--- config.mk ---
export PLATFORM = sky130hd
export DESIGN_NAME = sei_tagged_record_extractor
export DESIGN_NICKNAME = d
export VERILOG_FILES = /design/src/design/ster_pkg.sv /design/src/design/sei_tagged_record_extractor.sv /design/src/design/ster_front.sv /design/src/design/ster_queue.sv /design/src/design/ster_back.sv
export SDC_FILE = /design/constraint.sdc
export NUM_CORES = 1
export LEC_CHECK = 0
export BUFFER_PORTS_ARGS = -buffer_cell sky130_fd_sc_hd__buf_4
export CORE_UTILIZATION = 27
export CTS_CLUSTER_DIAMETER = 80
export CTS_CLUSTER_SIZE = 20
export DETAILED_ROUTE_END_ITERATION = 6
export PLACE_DENSITY_LB_ADDON = 0.05
export RECOVER_POWER = 25
export SLEW_MARGIN = 10
export SYNTH_ARGS = -nofsm -noshare
export SYNTH_HDL_FRONTEND = slang
export SYNTH_SLANG_ARGS = --single-unit
--- constraint.sdc ---
create_clock -name i_clk -period 24.1 [get_ports i_clk]
set_input_delay 2.41 -clock i_clk [delete_from_list [all_inputs] [get_ports i_clk]]
set_output_delay 2.41 -clock i_clk [all_outputs]
set_load 0.1 [all_outputs]
--- src/design/ster_pkg.sv ---
// Shared types, constants and register indexes for the SEI tagged record extractor.
package ster_pkg;

    localparam int MAX_RECORD_BYTES = 4096;
    localparam int MAX_WINDOW_BYTES = 1024;

    localparam int CFG_IDX_W = 3;
    localparam int CFG_DATA_W = 32;
    localparam int LEN_W = 13;
    localparam int WIN_W = 10;
    localparam int WIN_CNT_W = 11;
    localparam int OFF_W = 12;
    localparam int NUM_W = 16;
    localparam int QUEUE_DEPTH = 8;

    localparam logic [CFG_IDX_W-1:0] REG_RECORD_LENGTH = 3'd0;
    localparam logic [CFG_IDX_W-1:0] REG_SEARCH_WINDOW = 3'd1;
    localparam logic [CFG_IDX_W-1:0] REG_START_PATTERN = 3'd2;
    localparam logic [CFG_IDX_W-1:0] REG_TAG_PATTERN = 3'd3;
    localparam logic [CFG_IDX_W-1:0] REG_VALID_RATE_MASK = 3'd4;

    localparam logic [LEN_W-1:0] RST_RECORD_LENGTH = 13'd2048;
    localparam logic [WIN_W-1:0] RST_SEARCH_WINDOW = 10'd200;
    localparam logic [31:0] RST_START_PATTERN = 32'h0001_0625;
    localparam logic [31:0] RST_TAG_PATTERN = 32'h4F46_4D44;
    localparam logic [15:0] RST_VALID_RATE_MASK = 16'h00DE;

    localparam logic [LEN_W-1:0] MIN_LEN = 13'd5;
    localparam logic [LEN_W-1:0] MAX_LEN = LEN_W'(MAX_RECORD_BYTES);
    localparam logic [NUM_W-1:0] NUM_MAX = 16'hFFFF;

    // One queued request from the front part: a single record byte, or a record start
    // that expands into the four tag bytes followed by the rate byte.
    typedef struct packed {
        logic             is_start;
        logic [31:0]      tag;
        logic [7:0]       data;
        logic [OFF_W-1:0] offset;
        logic             last;
        logic             trunc;
        logic [NUM_W-1:0] num;
    } t_cmd;

endpackage

--- src/design/sei_tagged_record_extractor.sv ---
// Top level of the SEI tagged record extractor: front scanner, request queue and output expander.
// The input channel takes one stream byte per request (i_stream_byte, with i_stream_end on the
// final byte of a stream) under i_in_valid / o_in_ready. The output channel delivers one record
// byte per request under o_out_valid / i_out_ready, with its offset in the record, last and
// truncated flags, and the record number. Configuration is written through i_cfg_we, i_cfg_idx
// and i_cfg_data while the block is idle; the user must keep to this. The block itself does
// not enforce it. Throughput is one stream byte per cycle while the queue is not full. The
// scanner handles each byte in the cycle it is accepted and queues at most one request; a record
// start becomes five result items (four tag bytes and the rate byte) that the back part sends,
// and an eight-entry queue absorbs the four extra items so a long record keeps streaming at one
// byte per cycle while the receiver is ready. A result passes through the queue and the output
// register. If the receiver stalls, results wait in the output register and the queue; o_in_ready
// drops only when the queue is full. Reset is synchronous and active low; it restores all
// configuration registers to their defaults, returns the scanner to hunting for the start
// pattern, clears the record counter and empties the queue and output register.
module sei_tagged_record_extractor (
    input  logic                           i_clk,
    input  logic                           i_rst_n,
    input  logic                           i_cfg_we,
    input  logic [ster_pkg::CFG_IDX_W-1:0]  i_cfg_idx,
    input  logic [ster_pkg::CFG_DATA_W-1:0] i_cfg_data,
    input  logic                           i_in_valid,
    output logic                           o_in_ready,
    input  logic [7:0]                     i_stream_byte,
    input  logic                           i_stream_end,
    output logic                           o_out_valid,
    input  logic                           i_out_ready,
    output logic [7:0]                     o_record_byte,
    output logic [ster_pkg::OFF_W-1:0]     o_byte_offset,
    output logic                           o_last_of_record,
    output logic                           o_truncated,
    output logic [ster_pkg::NUM_W-1:0]     o_record_number
);
    import ster_pkg::*;

    logic accept, push, full, pop, q_valid;
    t_cmd push_cmd, q_cmd;

    assign o_in_ready = !full;
    assign accept     = i_in_valid && !full;

    ster_front u_front (
        .i_clk         (i_clk),
        .i_rst_n       (i_rst_n),
        .i_cfg_we      (i_cfg_we),
        .i_cfg_idx     (i_cfg_idx),
        .i_cfg_data    (i_cfg_data),
        .i_accept      (accept),
        .i_stream_byte (i_stream_byte),
        .i_stream_end  (i_stream_end),
        .o_push        (push),
        .o_cmd         (push_cmd)
    );

    ster_queue u_queue (
        .i_clk   (i_clk),
        .i_rst_n (i_rst_n),
        .i_push  (push),
        .i_cmd   (push_cmd),
        .o_full  (full),
        .i_pop   (pop),
        .o_valid (q_valid),
        .o_cmd   (q_cmd)
    );

    ster_back u_back (
        .i_clk            (i_clk),
        .i_rst_n          (i_rst_n),
        .i_q_valid        (q_valid),
        .i_q_cmd          (q_cmd),
        .o_pop            (pop),
        .o_valid          (o_out_valid),
        .i_ready          (i_out_ready),
        .o_record_byte    (o_record_byte),
        .o_byte_offset    (o_byte_offset),
        .o_last_of_record (o_last_of_record),
        .o_truncated      (o_truncated),
        .o_record_number  (o_record_number)
    );

endmodule

--- src/design/ster_front.sv ---
// Front part: configuration registers, start and tag hunting, and capture control.
module ster_front (
    input  logic                           i_clk,
    input  logic                           i_rst_n,
    input  logic                           i_cfg_we,
    input  logic [ster_pkg::CFG_IDX_W-1:0]  i_cfg_idx,
    input  logic [ster_pkg::CFG_DATA_W-1:0] i_cfg_data,
    input  logic                           i_accept,
    input  logic [7:0]                     i_stream_byte,
    input  logic                           i_stream_end,
    output logic                           o_push,
    output ster_pkg::t_cmd                 o_cmd
);
    import ster_pkg::*;

    localparam logic [1:0] MODE_HUNT = 2'd0;
    localparam logic [1:0] MODE_TAG  = 2'd1;
    localparam logic [1:0] MODE_RATE = 2'd2;

    logic [LEN_W-1:0] r_rec_len;
    logic [WIN_W-1:0] r_win;
    logic [31:0]      r_start_pat;
    logic [31:0]      r_tag_pat;
    logic [15:0]      r_mask;

    logic [1:0]           r_mode, n_mode;
    logic [23:0]          r_start_hist, n_start_hist;
    logic [31:0]          r_tag_hist, n_tag_hist;
    logic [WIN_CNT_W-1:0] r_win_cnt, n_win_cnt;
    logic [OFF_W-1:0]     r_cap, n_cap;
    logic [NUM_W-1:0]     r_acc, n_acc;
    logic [NUM_W-1:0]     r_cur, n_cur;

    logic [LEN_W-1:0]     len;
    logic [31:0]          hunt_word;
    logic [31:0]          et_tag;
    logic [WIN_CNT_W-1:0] et_win;
    logic                 run_eval;
    logic [LEN_W-1:0]     cap_next;
    logic                 cap_nat, cap_last, start_nat, start_last, rate_ok;

    always_ff @(posedge i_clk) begin
        if (!i_rst_n) begin
            r_rec_len   <= RST_RECORD_LENGTH;
            r_win       <= RST_SEARCH_WINDOW;
            r_start_pat <= RST_START_PATTERN;
            r_tag_pat   <= RST_TAG_PATTERN;
            r_mask      <= RST_VALID_RATE_MASK;
        end else if (i_cfg_we) begin
            case (i_cfg_idx)
                REG_RECORD_LENGTH:   r_rec_len   <= i_cfg_data[LEN_W-1:0];
                REG_SEARCH_WINDOW:   r_win       <= i_cfg_data[WIN_W-1:0];
                REG_START_PATTERN:   r_start_pat <= i_cfg_data[31:0];
                REG_TAG_PATTERN:     r_tag_pat   <= i_cfg_data[31:0];
                REG_VALID_RATE_MASK: r_mask      <= i_cfg_data[15:0];
                default: begin
                end
            endcase
        end
    end

    always_comb begin
        if (r_rec_len < MIN_LEN) begin
            len = MIN_LEN;
        end else if (r_rec_len > MAX_LEN) begin
            len = MAX_LEN;
        end else begin
            len = r_rec_len;
        end

        n_mode       = r_mode;
        n_start_hist = r_start_hist;
        n_tag_hist   = r_tag_hist;
        n_win_cnt    = r_win_cnt;
        n_cap        = r_cap;
        n_acc        = r_acc;
        n_cur        = r_cur;
        o_push       = 1'b0;
        o_cmd        = '0;

        cap_next   = {1'b0, r_cap} + 13'd1;
        cap_nat    = cap_next >= len;
        cap_last   = cap_nat || i_stream_end;
        start_nat  = len <= MIN_LEN;
        start_last = start_nat || i_stream_end;
        rate_ok    = r_mask[i_stream_byte[3:0]];

        if (r_cap != '0) begin
            o_push       = 1'b1;
            o_cmd.data   = i_stream_byte;
            o_cmd.offset = r_cap;
            o_cmd.last   = cap_last;
            o_cmd.trunc  = i_stream_end && !cap_nat;
            o_cmd.num    = r_cur;
            n_cap        = cap_last ? '0 : cap_next[OFF_W-1:0];
        end

        if (r_mode == MODE_RATE && rate_ok) begin
            o_push         = 1'b1;
            o_cmd.is_start = 1'b1;
            o_cmd.tag      = r_tag_hist;
            o_cmd.data     = i_stream_byte;
            o_cmd.offset   = OFF_W'(4);
            o_cmd.last     = start_last;
            o_cmd.trunc    = i_stream_end && !start_nat;
            o_cmd.num      = r_acc;
            n_cur          = r_acc;
            if (r_acc != NUM_MAX) begin
                n_acc = r_acc + 16'd1;
            end
            n_cap = start_last ? '0 : OFF_W'(5);
        end

        hunt_word = {r_start_hist, i_stream_byte};
        if (r_mode == MODE_TAG) begin
            et_tag   = {r_tag_hist[23:0], i_stream_byte};
            et_win   = r_win_cnt + 11'd1;
            run_eval = 1'b1;
        end else begin
            et_tag   = hunt_word;
            et_win   = WIN_CNT_W'(4);
            run_eval = hunt_word == r_start_pat;
            n_mode   = MODE_HUNT;
            if (!run_eval) begin
                n_start_hist = hunt_word[23:0];
            end
        end

        if (run_eval) begin
            n_tag_hist = et_tag;
            n_win_cnt  = et_win;
            if (et_tag == r_tag_pat && et_win <= {1'b0, r_win}) begin
                n_start_hist = et_tag[23:0];
                n_mode       = (n_cap != '0) ? MODE_HUNT : MODE_RATE;
            end else if (et_win >= {1'b0, r_win}) begin
                n_mode       = MODE_HUNT;
                n_start_hist = '1;
            end else begin
                n_mode = MODE_TAG;
            end
        end

        if (i_stream_end) begin
            n_mode       = MODE_HUNT;
            n_start_hist = '1;
            n_tag_hist   = '1;
            n_win_cnt    = '0;
            n_cap        = '0;
        end

        if (!i_accept) begin
            o_push = 1'b0;
        end
    end

    always_ff @(posedge i_clk) begin
        if (!i_rst_n) begin
            r_mode       <= MODE_HUNT;
            r_start_hist <= '1;
            r_tag_hist   <= '1;
            r_win_cnt    <= '0;
            r_cap        <= '0;
            r_acc        <= '0;
            r_cur        <= '0;
        end else if (i_accept) begin
            r_mode       <= n_mode;
            r_start_hist <= n_start_hist;
            r_tag_hist   <= n_tag_hist;
            r_win_cnt    <= n_win_cnt;
            r_cap        <= n_cap;
            r_acc        <= n_acc;
            r_cur        <= n_cur;
        end
    end

endmodule

--- src/design/ster_queue.sv ---
// Short request queue between the front and back parts.
module ster_queue (
    input  logic           i_clk,
    input  logic           i_rst_n,
    input  logic           i_push,
    input  ster_pkg::t_cmd i_cmd,
    output logic           o_full,
    input  logic           i_pop,
    output logic           o_valid,
    output ster_pkg::t_cmd o_cmd
);
    import ster_pkg::*;

    localparam int PTR_W = $clog2(QUEUE_DEPTH);
    localparam int CNT_W = $clog2(QUEUE_DEPTH + 1);

    t_cmd             r_mem [QUEUE_DEPTH];
    logic [PTR_W-1:0] r_wr, r_rd;
    logic [CNT_W-1:0] r_cnt;

    assign o_full  = r_cnt == CNT_W'(QUEUE_DEPTH);
    assign o_valid = r_cnt != '0;
    assign o_cmd   = r_mem[r_rd];

    always_ff @(posedge i_clk) begin
        if (i_push) begin
            r_mem[r_wr] <= i_cmd;
        end
    end

    always_ff @(posedge i_clk) begin
        if (!i_rst_n) begin
            r_wr  <= '0;
            r_rd  <= '0;
            r_cnt <= '0;
        end else begin
            if (i_push) begin
                r_wr <= (r_wr == PTR_W'(QUEUE_DEPTH - 1)) ? '0 : r_wr + PTR_W'(1);
            end
            if (i_pop) begin
                r_rd <= (r_rd == PTR_W'(QUEUE_DEPTH - 1)) ? '0 : r_rd + PTR_W'(1);
            end
            if (i_push && !i_pop) begin
                r_cnt <= r_cnt + CNT_W'(1);
            end else if (!i_push && i_pop) begin
                r_cnt <= r_cnt - CNT_W'(1);
            end
        end
    end

endmodule

--- src/design/ster_back.sv ---
// Back part: expands queued requests into result items on the output channel.
module ster_back (
    input  logic                       i_clk,
    input  logic                       i_rst_n,
    input  logic                       i_q_valid,
    input  ster_pkg::t_cmd             i_q_cmd,
    output logic                       o_pop,
    output logic                       o_valid,
    input  logic                       i_ready,
    output logic [7:0]                 o_record_byte,
    output logic [ster_pkg::OFF_W-1:0] o_byte_offset,
    output logic                       o_last_of_record,
    output logic                       o_truncated,
    output logic [ster_pkg::NUM_W-1:0] o_record_number
);
    import ster_pkg::*;

    logic       r_busy;
    t_cmd       r_cmd;
    logic [2:0] r_phase;
    logic       fire, finishing, rate_phase;

    assign rate_phase = !r_cmd.is_start || r_phase == 3'd4;
    assign fire       = r_busy && i_ready;
    assign finishing  = rate_phase;
    assign o_pop      = i_q_valid && (!r_busy || (fire && finishing));
    assign o_valid    = r_busy;

    always_comb begin
        case (r_phase)
            3'd0:    o_record_byte = r_cmd.is_start ? r_cmd.tag[31:24] : r_cmd.data;
            3'd1:    o_record_byte = r_cmd.tag[23:16];
            3'd2:    o_record_byte = r_cmd.tag[15:8];
            3'd3:    o_record_byte = r_cmd.tag[7:0];
            default: o_record_byte = r_cmd.data;
        endcase
        o_byte_offset    = r_cmd.is_start ? OFF_W'(r_phase) : r_cmd.offset;
        o_last_of_record = rate_phase && r_cmd.last;
        o_truncated      = rate_phase && r_cmd.trunc;
        o_record_number  = r_cmd.num;
    end

    always_ff @(posedge i_clk) begin
        if (o_pop) begin
            r_cmd <= i_q_cmd;
        end
    end

    always_ff @(posedge i_clk) begin
        if (!i_rst_n) begin
            r_busy  <= 1'b0;
            r_phase <= '0;
        end else if (o_pop) begin
            r_busy  <= 1'b1;
            r_phase <= '0;
        end else if (fire) begin
            if (finishing) begin
                r_busy <= 1'b0;
            end else begin
                r_phase <= r_phase + 3'd1;
            end
        end
    end

endmodule

==> impl_metrics.tcl, run 1 <==
set metrics [dict create \
    grt_pass1_wl_mm 155 \
    start_util_pct 27.2 \
    ctsHoldBuffers 0 \
    violations "max-capacitance violations, max-slew violations" \
    routed.top_layer "met5" \
    rsz0062_at_grt "no" \
    final_nets 2759 \
    postCtsSetupBuffers 0 \
    cts_root_buffer "clkbuf_16" \
    required_ns 24.51 \
    yosysWarnings 0 \
    finalSetupTns_ns 0 \
    syn2layout_area_growth_pct 12.0 \
    cp-start-kind "primary input" \
    synth_area_sq_mm 0.0363 \
    fin_util_pct 30.5 \
    path_clk_slew_ns 0.08 \
    clock_skew_ns 0.0328 \
    wl_per_cell_microns 23.8 \
    antenna_found_initial 5 \
    critical_path.max_fanout 66 \
    cts_buffer_depth 3 \
    hp-class "register to register" \
    finalNonFillerCells 4481 \
    clock_latency_ns 0.69 \
    avgSynthCellArea_sq_um 13.6 \
    cp_data_arrival_time_ns 9.04 \
    rrSetupSlack_ns 16.90 \
    end_kind "register" \
    slew_viol_final 441 \
    drt_iter0_markers 1439 \
    slew_headroom_pct -164 \
    wl_mm 107 \
    yosysSeqAreaShare_pct 65.6 \
    timing.rr.end "u_back.r_cmd[38]" \
    vias 21200 \
    yosysTopAreaCell "edfxtp_1" \
    met2WireLength_mm 47.0 \
    tritoncts "yes" \
    die_h_microns 368 \
    gp_congestion 0.766 \
    drv_cap 10 \
    fin_ws_ns 15.47 \
    first_pass_iters 5 \
    via_per_inst 4.73 \
    endpoint "u_front.r_acc[12]" \
    drc 0 \
    route.met3.wl_mm 4.17 \
    worstSetupPathType "primary input to register" \
    rows 134 \
    rr_worst_depth 4 \
    htree_levels 2 \
    ys_async_sr_fraction_pct 0 \
    finalHoldViolations 0 \
    power.density_mw_per_mm2 77.0 \
    dpl.hpwl_mm 66.5 \
    cts_num_sinks 869 \
    dieWidth_microns 368 \
    fin_crit_sh_pct 35.8 \
    die_area_sq_mm 0.136 \
    ys_types 81 \
    place_ws_ns 17.74 \
    irDropWorstVdd_mv 0.0567 \
    reg2reg_from "u_queue.r_rd[0]" \
    p_leak_nw 11.0 \
    startpoint "i_stream_byte[1]" \
    synth_area_leaders "edfxtp_1, dfxtp_1, mux4_2, nand2_1, mux2_2" \
    drive_above_1_share_pct 16.3 \
    status "complete, but fails checks" \
    synth_top_area_share_pct 52.9 \
    pin_count 89 \
    grt_pass1_vias 21800 \
    core_area_sq_mm 0.133 \
    synth_nets 2746 \
    fmax_mhz 116 \
    setup_viol 0 \
    portBuffers 88 \
    antenna_left 0 \
    numCtsBuffers 57 \
    ys_ff_latch 869 \
    tightest_slew_ns 3.96 \
    grt_remaining_overflow 0 \
    wl_met1_mm 53.4 \
    synth_edf_count 639 \
    grt_max_degree 83 \
    n_fill_cell 13300 \
    fin_crit_ns 8.63 \
    grt_use_total_pct 15.6 \
    netlist_instances 2657 \
    placed_cells 4379 \
    synthFlopType "edfxtp_1" \
    ctsResizeCount 0 \
]
layer usage:
layer | global-route usage (%) | up-vias
li1 | - | 9803
met1 | 23.2 | 10900
met2 | 24.0 | 381
met3 | 2.33 | 99
met4 | 3.33 | 2
met5 | 0 | -
worst min path at each step:
stage / start / to / slack (ns) / cells after the start
global placement: u_front.r_cur[14] / u_front.r_cur[14] / 0.44 / 2
floorplan: u_front.r_mask[12] / u_front.r_mask[12] / 0.43 / 2
finish: u_front.r_mask[11] / u_front.r_mask[11] / 0.46 / 2
CTS: u_front.r_cur[15] / u_front.r_cur[15] / 0.46 / 2
global route: u_front.r_cur[15] / u_front.r_cur[15] / 0.47 / 2
detailed placement: u_front.r_cur[15] / u_front.r_cur[15] / 0.45 / 2
synthesized netlist by cell type, drive strengths merged, types with 3 or more instances:
library cell	count
o21ai	44
inv	51
o31ai	26
nor2	165
nand3	64
a21oi	157
xnor2	68
and3	9
nand3b	6
nor3	38
mux2	76
xor2	23
nor4b	4
clkbuf	127
or3	6
buf	50
nor2b	26
mux4	146
a32oi	3
nand4	19
edfxtp	639
o211ai	10
a211oi	4
a21boi	3
and2	40
mux2i	7
ha	39
a2111oi	3
a21o	7
a222oi	9
nand2	431
o22ai	31
o2bb2ai	7
o41ai	4
nand2b	16
o2111ai	4
dfxtp	230
a22oi	12
nor4	13
or2	8
nor3b	4
power by group:
| part | total, W | switching (W) | leakage, nW | internal (W) |
|---|---|---|---|---|
| Sequential | 0.00166 | 0.0000391 | 6.27 | 0.00162 |
| Clock | 0.00107 | 0.000552 | 0.925 | 0.000520 |
| Combinational | 0.000395 | 0.000273 | 3.77 | 0.000121 |
| Total | 0.00313 | 0.000864 | 11.0 | 0.00226 |
cells by family (layout without fill, tap and decap cells):
family | Yosys count | count (layout) | synth area share (%)
and+or+nand+nor | 856 | 856 | 10.5
xor gates and xnor gates | 91 | 91 | 2.20
AOI/OAI and AO/OA | 342 | 342 | 5.99
buffers and inverters | 230 | 284 | 2.68
muxes | 229 | 229 | 11.6
adders and majority gates | 40 | 40 | 1.40
DFF | 869 | 869 | 65.6
other | 0 | 2 | 0
state kept, by name (all words and copies together) (netlist names), 3 cells and up:
register,flops
u_back.r_cmd,55
u_front.r_mask,16
u_back.o_record_number,16
u_front.r_tag_pat,32
u_queue.r_wr,3
u_front.r_cap,12
u_queue.r_mem,568
u_front.r_start_hist,24
u_front.r_tag_hist,32
u_front.r_acc,16
u_front.r_win_cnt,11
u_queue.r_cnt,4
u_back.r_phase,3
u_front.r_win,10
u_front.r_start_pat,32
u_front.r_cur,16
u_front.r_rec_len,13
u_queue.r_rd,3
cells in the final DEF (no fill, tap or decap), types with 6 or more instances in the layout:
master | netlist | layout
o21ai_0 | 17 | 16
clkbuf_16 | 0 | 58
o31ai_1 | 16 | 16
o211ai_1 | 10 | 10
mux2_2 | 75 | 62
clkbuf_1 | 127 | 39
ha_1 | 39 | 39
a21o_1 | 7 | 7
a222oi_1 | 9 | 9
inv_1 | 50 | 48
nand2b_1 | 15 | 15
nand2_1 | 431 | 431
o21ai_1 | 27 | 28
nand3b_1 | 6 | 6
edfxtp_1 | 639 | 639
and2_0 | 0 | 28
nor2b_1 | 25 | 25
and2_1 | 40 | 12
o22ai_1 | 30 | 30
and3_1 | 9 | 9
mux2_1 | 0 | 13
o2bb2ai_1 | 7 | 7
nor3_1 | 37 | 34
xnor2_1 | 68 | 68
mux2i_1 | 7 | 7
nand3_1 | 64 | 64
mux4_2 | 146 | 146
nand4_1 | 19 | 19
xor2_1 | 23 | 23
buf_4 | 21 | 106
or3_1 | 6 | 6
a21oi_1 | 156 | 154
dfxtp_1 | 230 | 228
nor4_1 | 13 | 12
or2_2 | 6 | 6
nor2_1 | 164 | 162
a22oi_1 | 12 | 12
o31ai_2 | 10 | 10
stage by stage:
stage,hold WS [ns],area (sq um),total power (W)
floorplan,0.433,36300,0.00196
global placement,0.441,38800,0.00210
detailed placement,0.447,38800,0.00210
CTS,0.459,40700,0.00319
global route,0.473,40600,0.00326
finish,0.457,40600,0.00313
worst max-delay path: stages:
cell and delay [ns]:
clkbuf_1 0.46, mux4_2 0.34, mux2i_1 0.10, o22ai_4 0.16, clkbuf_1 1.27, clkbuf_1 2.20, nand2_1 1.17, nor4_1 0.59
mux2i_1 0.23, nor2_1 0.05
cell type report:
cell class              instances  area (sq um)  area share (%)
diodes                          2          5.00          0.0123
inverters                      52           198           0.487
well taps                    1768          2210            5.45
flip-flops and latches        869         23800            58.6
clock inverters                26           374           0.922
clock buffers                  74          1530            3.77
repair buffers                132           905            2.23
multi-input cells            1558         11600            28.5
No activity file was read; power rests on OpenSTA's default activity.
==> run 2: changes to the inputs <==
ABC_AREA = 1   (was default)
clock period = 8.5 ns   (was 24.1 ns; I/O delays follow)
==> run 2 against run 1 <==
  * The flow still finishes with violations (max-capacitance violations, max-slew violations)
  * Combinational power rose to 8.9 times the previous value
  * Critical endpoint is now u_queue.r_mem[6][20]
  * Count of clock-buffer cells in the layout rose by 2
  * Sequential share of layout area fell by 1.2 points
  * Wire length rose by 11%
  * Power rose to 3.8 times the previous value
  * Critical path depth did not move
  * Utilization barely moved
  * Sequential power rose to 3.2 times the previous value
==> impl_metrics.tcl, run 2 <==
set metrics [dict create \
    irDropWorstVdd_mv 0.244 \
    drv_cap 4 \
    largest_reg_flops 568 \
    place_ws_ns 3.93 \
    wl_mm 118 \
    status "complete, but fails checks" \
    swShare_pct 38.4 \
    syn2layout_area_growth_pct 11.6 \
    slowest_stage "clkbuf_1" \
    setup_viol 0 \
    synth_top_area_share_pct 51.6 \
    violations "max-capacitance violations, max-slew violations" \
    power_switching_w 0.00458 \
    ctsHoldBuffers 0 \
    cts_num_sinks 869 \
    wl_met1_mm 60.4 \
    critical_path.max_fanout 62 \
    end_kind "register" \
    route.met3.wl_mm 3.57 \
    yosysSeqAreaShare_pct 64.0 \
    portBuffers 88 \
    postCtsSetupBuffers 0 \
    p_int_w 0.00735 \
    tightest_slew_ns 3.10 \
    worstSetupPathType "primary input to register" \
    ys_async_sr_fraction_pct 0 \
    rrSetupSlack_ns 3.36 \
    required_ns 8.61 \
    ys_ff_latch 869 \
    dpl.hpwl_mm 74.1 \
    top_register "u_queue.r_mem" \
    ys_types 49 \
    finalSetupTns_ns 0 \
    die_area_sq_mm 0.139 \
    path_clk_slew_ns 0.09 \
    grt_pass1_wl_mm 175 \
    vias 26000 \
    cts_root_buffer "clkbuf_16" \
    synth_nets 3837 \
    avgSynthCellArea_sq_um 9.91 \
    synth_area_leaders "edfxtp_1, dfxtp_1, nor2_1, o21ai_0, nand2_1" \
    clock_latency_ns 0.70 \
    synthTopCellsByCount "nor2_1, edfxtp_1, nand2_1" \
    htree_levels 2 \
    synth.most_common_cell "nor2_1" \
    fin_ws_ns 3.03 \
    numCtsBuffers 59 \
    combPwrFrac_pct 29.6 \
    wl_per_cell_microns 21.3 \
    final_nets 3813 \
    reg_top3 "u_queue.r_mem (568), u_back.r_cmd (55)" \
    synthFlopType "edfxtp_1" \
    hp-class "primary input to register" \
    cp_top_family "buffers and inverters" \
    synth_edf_count 639 \
    gp_congestion 0.757 \
    yosysTopAreaCell "edfxtp_1" \
    clock_skew_ns 0.0266 \
    crit_path_cell_trace "clkbuf_1 > inv_1 > nand2_1 > nand3_1 > nand3_1 > nand3_1 > nand2_1 > nand2_1 > clkbuf_1 > nand2_1" \
    clockPowerShare_pct 26.6 \
    pin_count 89 \
    p_leak_nw 15.4 \
    via_per_inst 4.67 \
    ctsResizeCount 0 \
    netlist_instances 3748 \
    grt_max_degree 130 \
    start_util_pct 27.3 \
    met2WireLength_mm 52.8 \
    layout_common_cells "nor2_1, edfxtp_1, nand2_1, o21ai_0, inv_1" \
    cp_data_arrival_time_ns 5.58 \
    core_area_sq_mm 0.136 \
    fin_crit_sh_pct 64.4 \
    n_fill_cell 14100 \
    fin_crit_ns 5.47 \
    drt_iter0_markers 1775 \
    power_w 0.0119 \
    seqPwrFrac_pct 43.8 \
    cp_slowest_stage_delay_ns 2.22 \
    tritoncts "yes" \
    finalHoldViolations 0 \
    power.density_mw_per_mm2 288 \
    drc 0 \
    rows 135 \
    slew_headroom_pct -107 \
    antenna_found_initial 7 \
    first_pass_iters 5 \
    cp-start-kind "primary input" \
    antenna_left 0 \
    grt_use_total_pct 16.7 \
    die_h_microns 373 \
    grt_pass1_vias 25500 \
    routed.top_layer "met4" \
    dieWidth_microns 373 \
    yosysWarnings 0 \
    synth_area_sq_mm 0.0372 \
    slew_viol_final 207 \
    grt_remaining_overflow 0 \
    rsz0062_at_grt "no" \
    cts_buffer_depth 3 \
    drive_above_1_share_pct 6.60 \
    final_common_cell "nor2_1" \
    fmax_mhz 183 \
    cp.buffers_inverters 3 \
    crit_top_cell "nand2_1" \
]
run 2: tightest hold or removal path, stage by stage:
cell and delay, ns:
buf_4 0.08, nor2_1 0.03, nor2_1 0.08
run 2: stage by stage:
| stage | area, sq um | util (%) | hold slack, ns | std cells |
|---|---|---|---|---|
| 3_3_place_gp | 39500 | 29.1 | 0.439 | 5444 |
| 4_1_cts | 41600 | 30.6 | 0.323 | 5551 |
| 2_1_floorplan | 37200 | - | 0.425 | 3748 |
| 5_1_grt | 41400 | 30.5 | 0.356 | 5551 |
| 6_report | 41500 | 30.5 | 0.387 | 5554 |
| 3_5_place_dp | 39500 | 29.1 | 0.443 | 5444 |
run 2: routing by layer:
layer	track usage, %	up-vias
li1	-	12800
met1	24.9	12700
met2	26.4	338
met3	1.71	83
met4	2.58	0
met5	0	-
run 2: path summary, 6_finish.rpt:
kind / cells past startpoint / from / to
max: 10 / i_stream_byte[0] / u_queue.r_mem[6][20]
min: 3 / i_cfg_data[31] / u_front.r_start_pat[31]
max reg2reg: 9 / u_front.r_mask[13] / u_queue.r_mem[6][20]
min reg2reg: 2 / u_front.r_cur[7] / u_front.r_cur[7]
run 2: kinds of logic (layout without fill, tap and decap cells):
family | after synthesis | after routing | share of synthesized area (%)
AND/OR/NAND/NOR | 1449 | 1449 | 15.7
flip-flops | 869 | 869 | 64.0
AO/OA/AOI/OAI | 837 | 837 | 12.3
buffers and inverters | 509 | 531 | 5.56
XOR/XNOR | 44 | 44 | 1.04
adder cells (fa/ha/maj) | 40 | 40 | 1.37
other | 0 | 3 | 0
run 2: power by group through the flow:
| stage | clock [W] | sequential (W) | combinational [W] |
|---|---|---|---|
| global placement | 0 | 0.00534 | 0.00369 |
| global route | 0.00345 | 0.00527 | 0.00386 |
| detailed placement | 0 | 0.00533 | 0.00367 |
| CTS | 0.00332 | 0.00524 | 0.00368 |
| finish | 0.00317 | 0.00523 | 0.00353 |
| floorplan | 0 | 0.00524 | 0.00254 |
run 2: final cells by class:
class	count	area, sq um	area share [%]
diodes	3	7.51	0.0181
clock buffers	76	1580	3.82
clock inverters	31	432	1.04
inverters	288	1100	2.65
multi-input cells	2370	11400	27.4
flip-flops and latches	869	23800	57.4
well taps	1781	2230	5.38
repair buffers	136	940	2.27
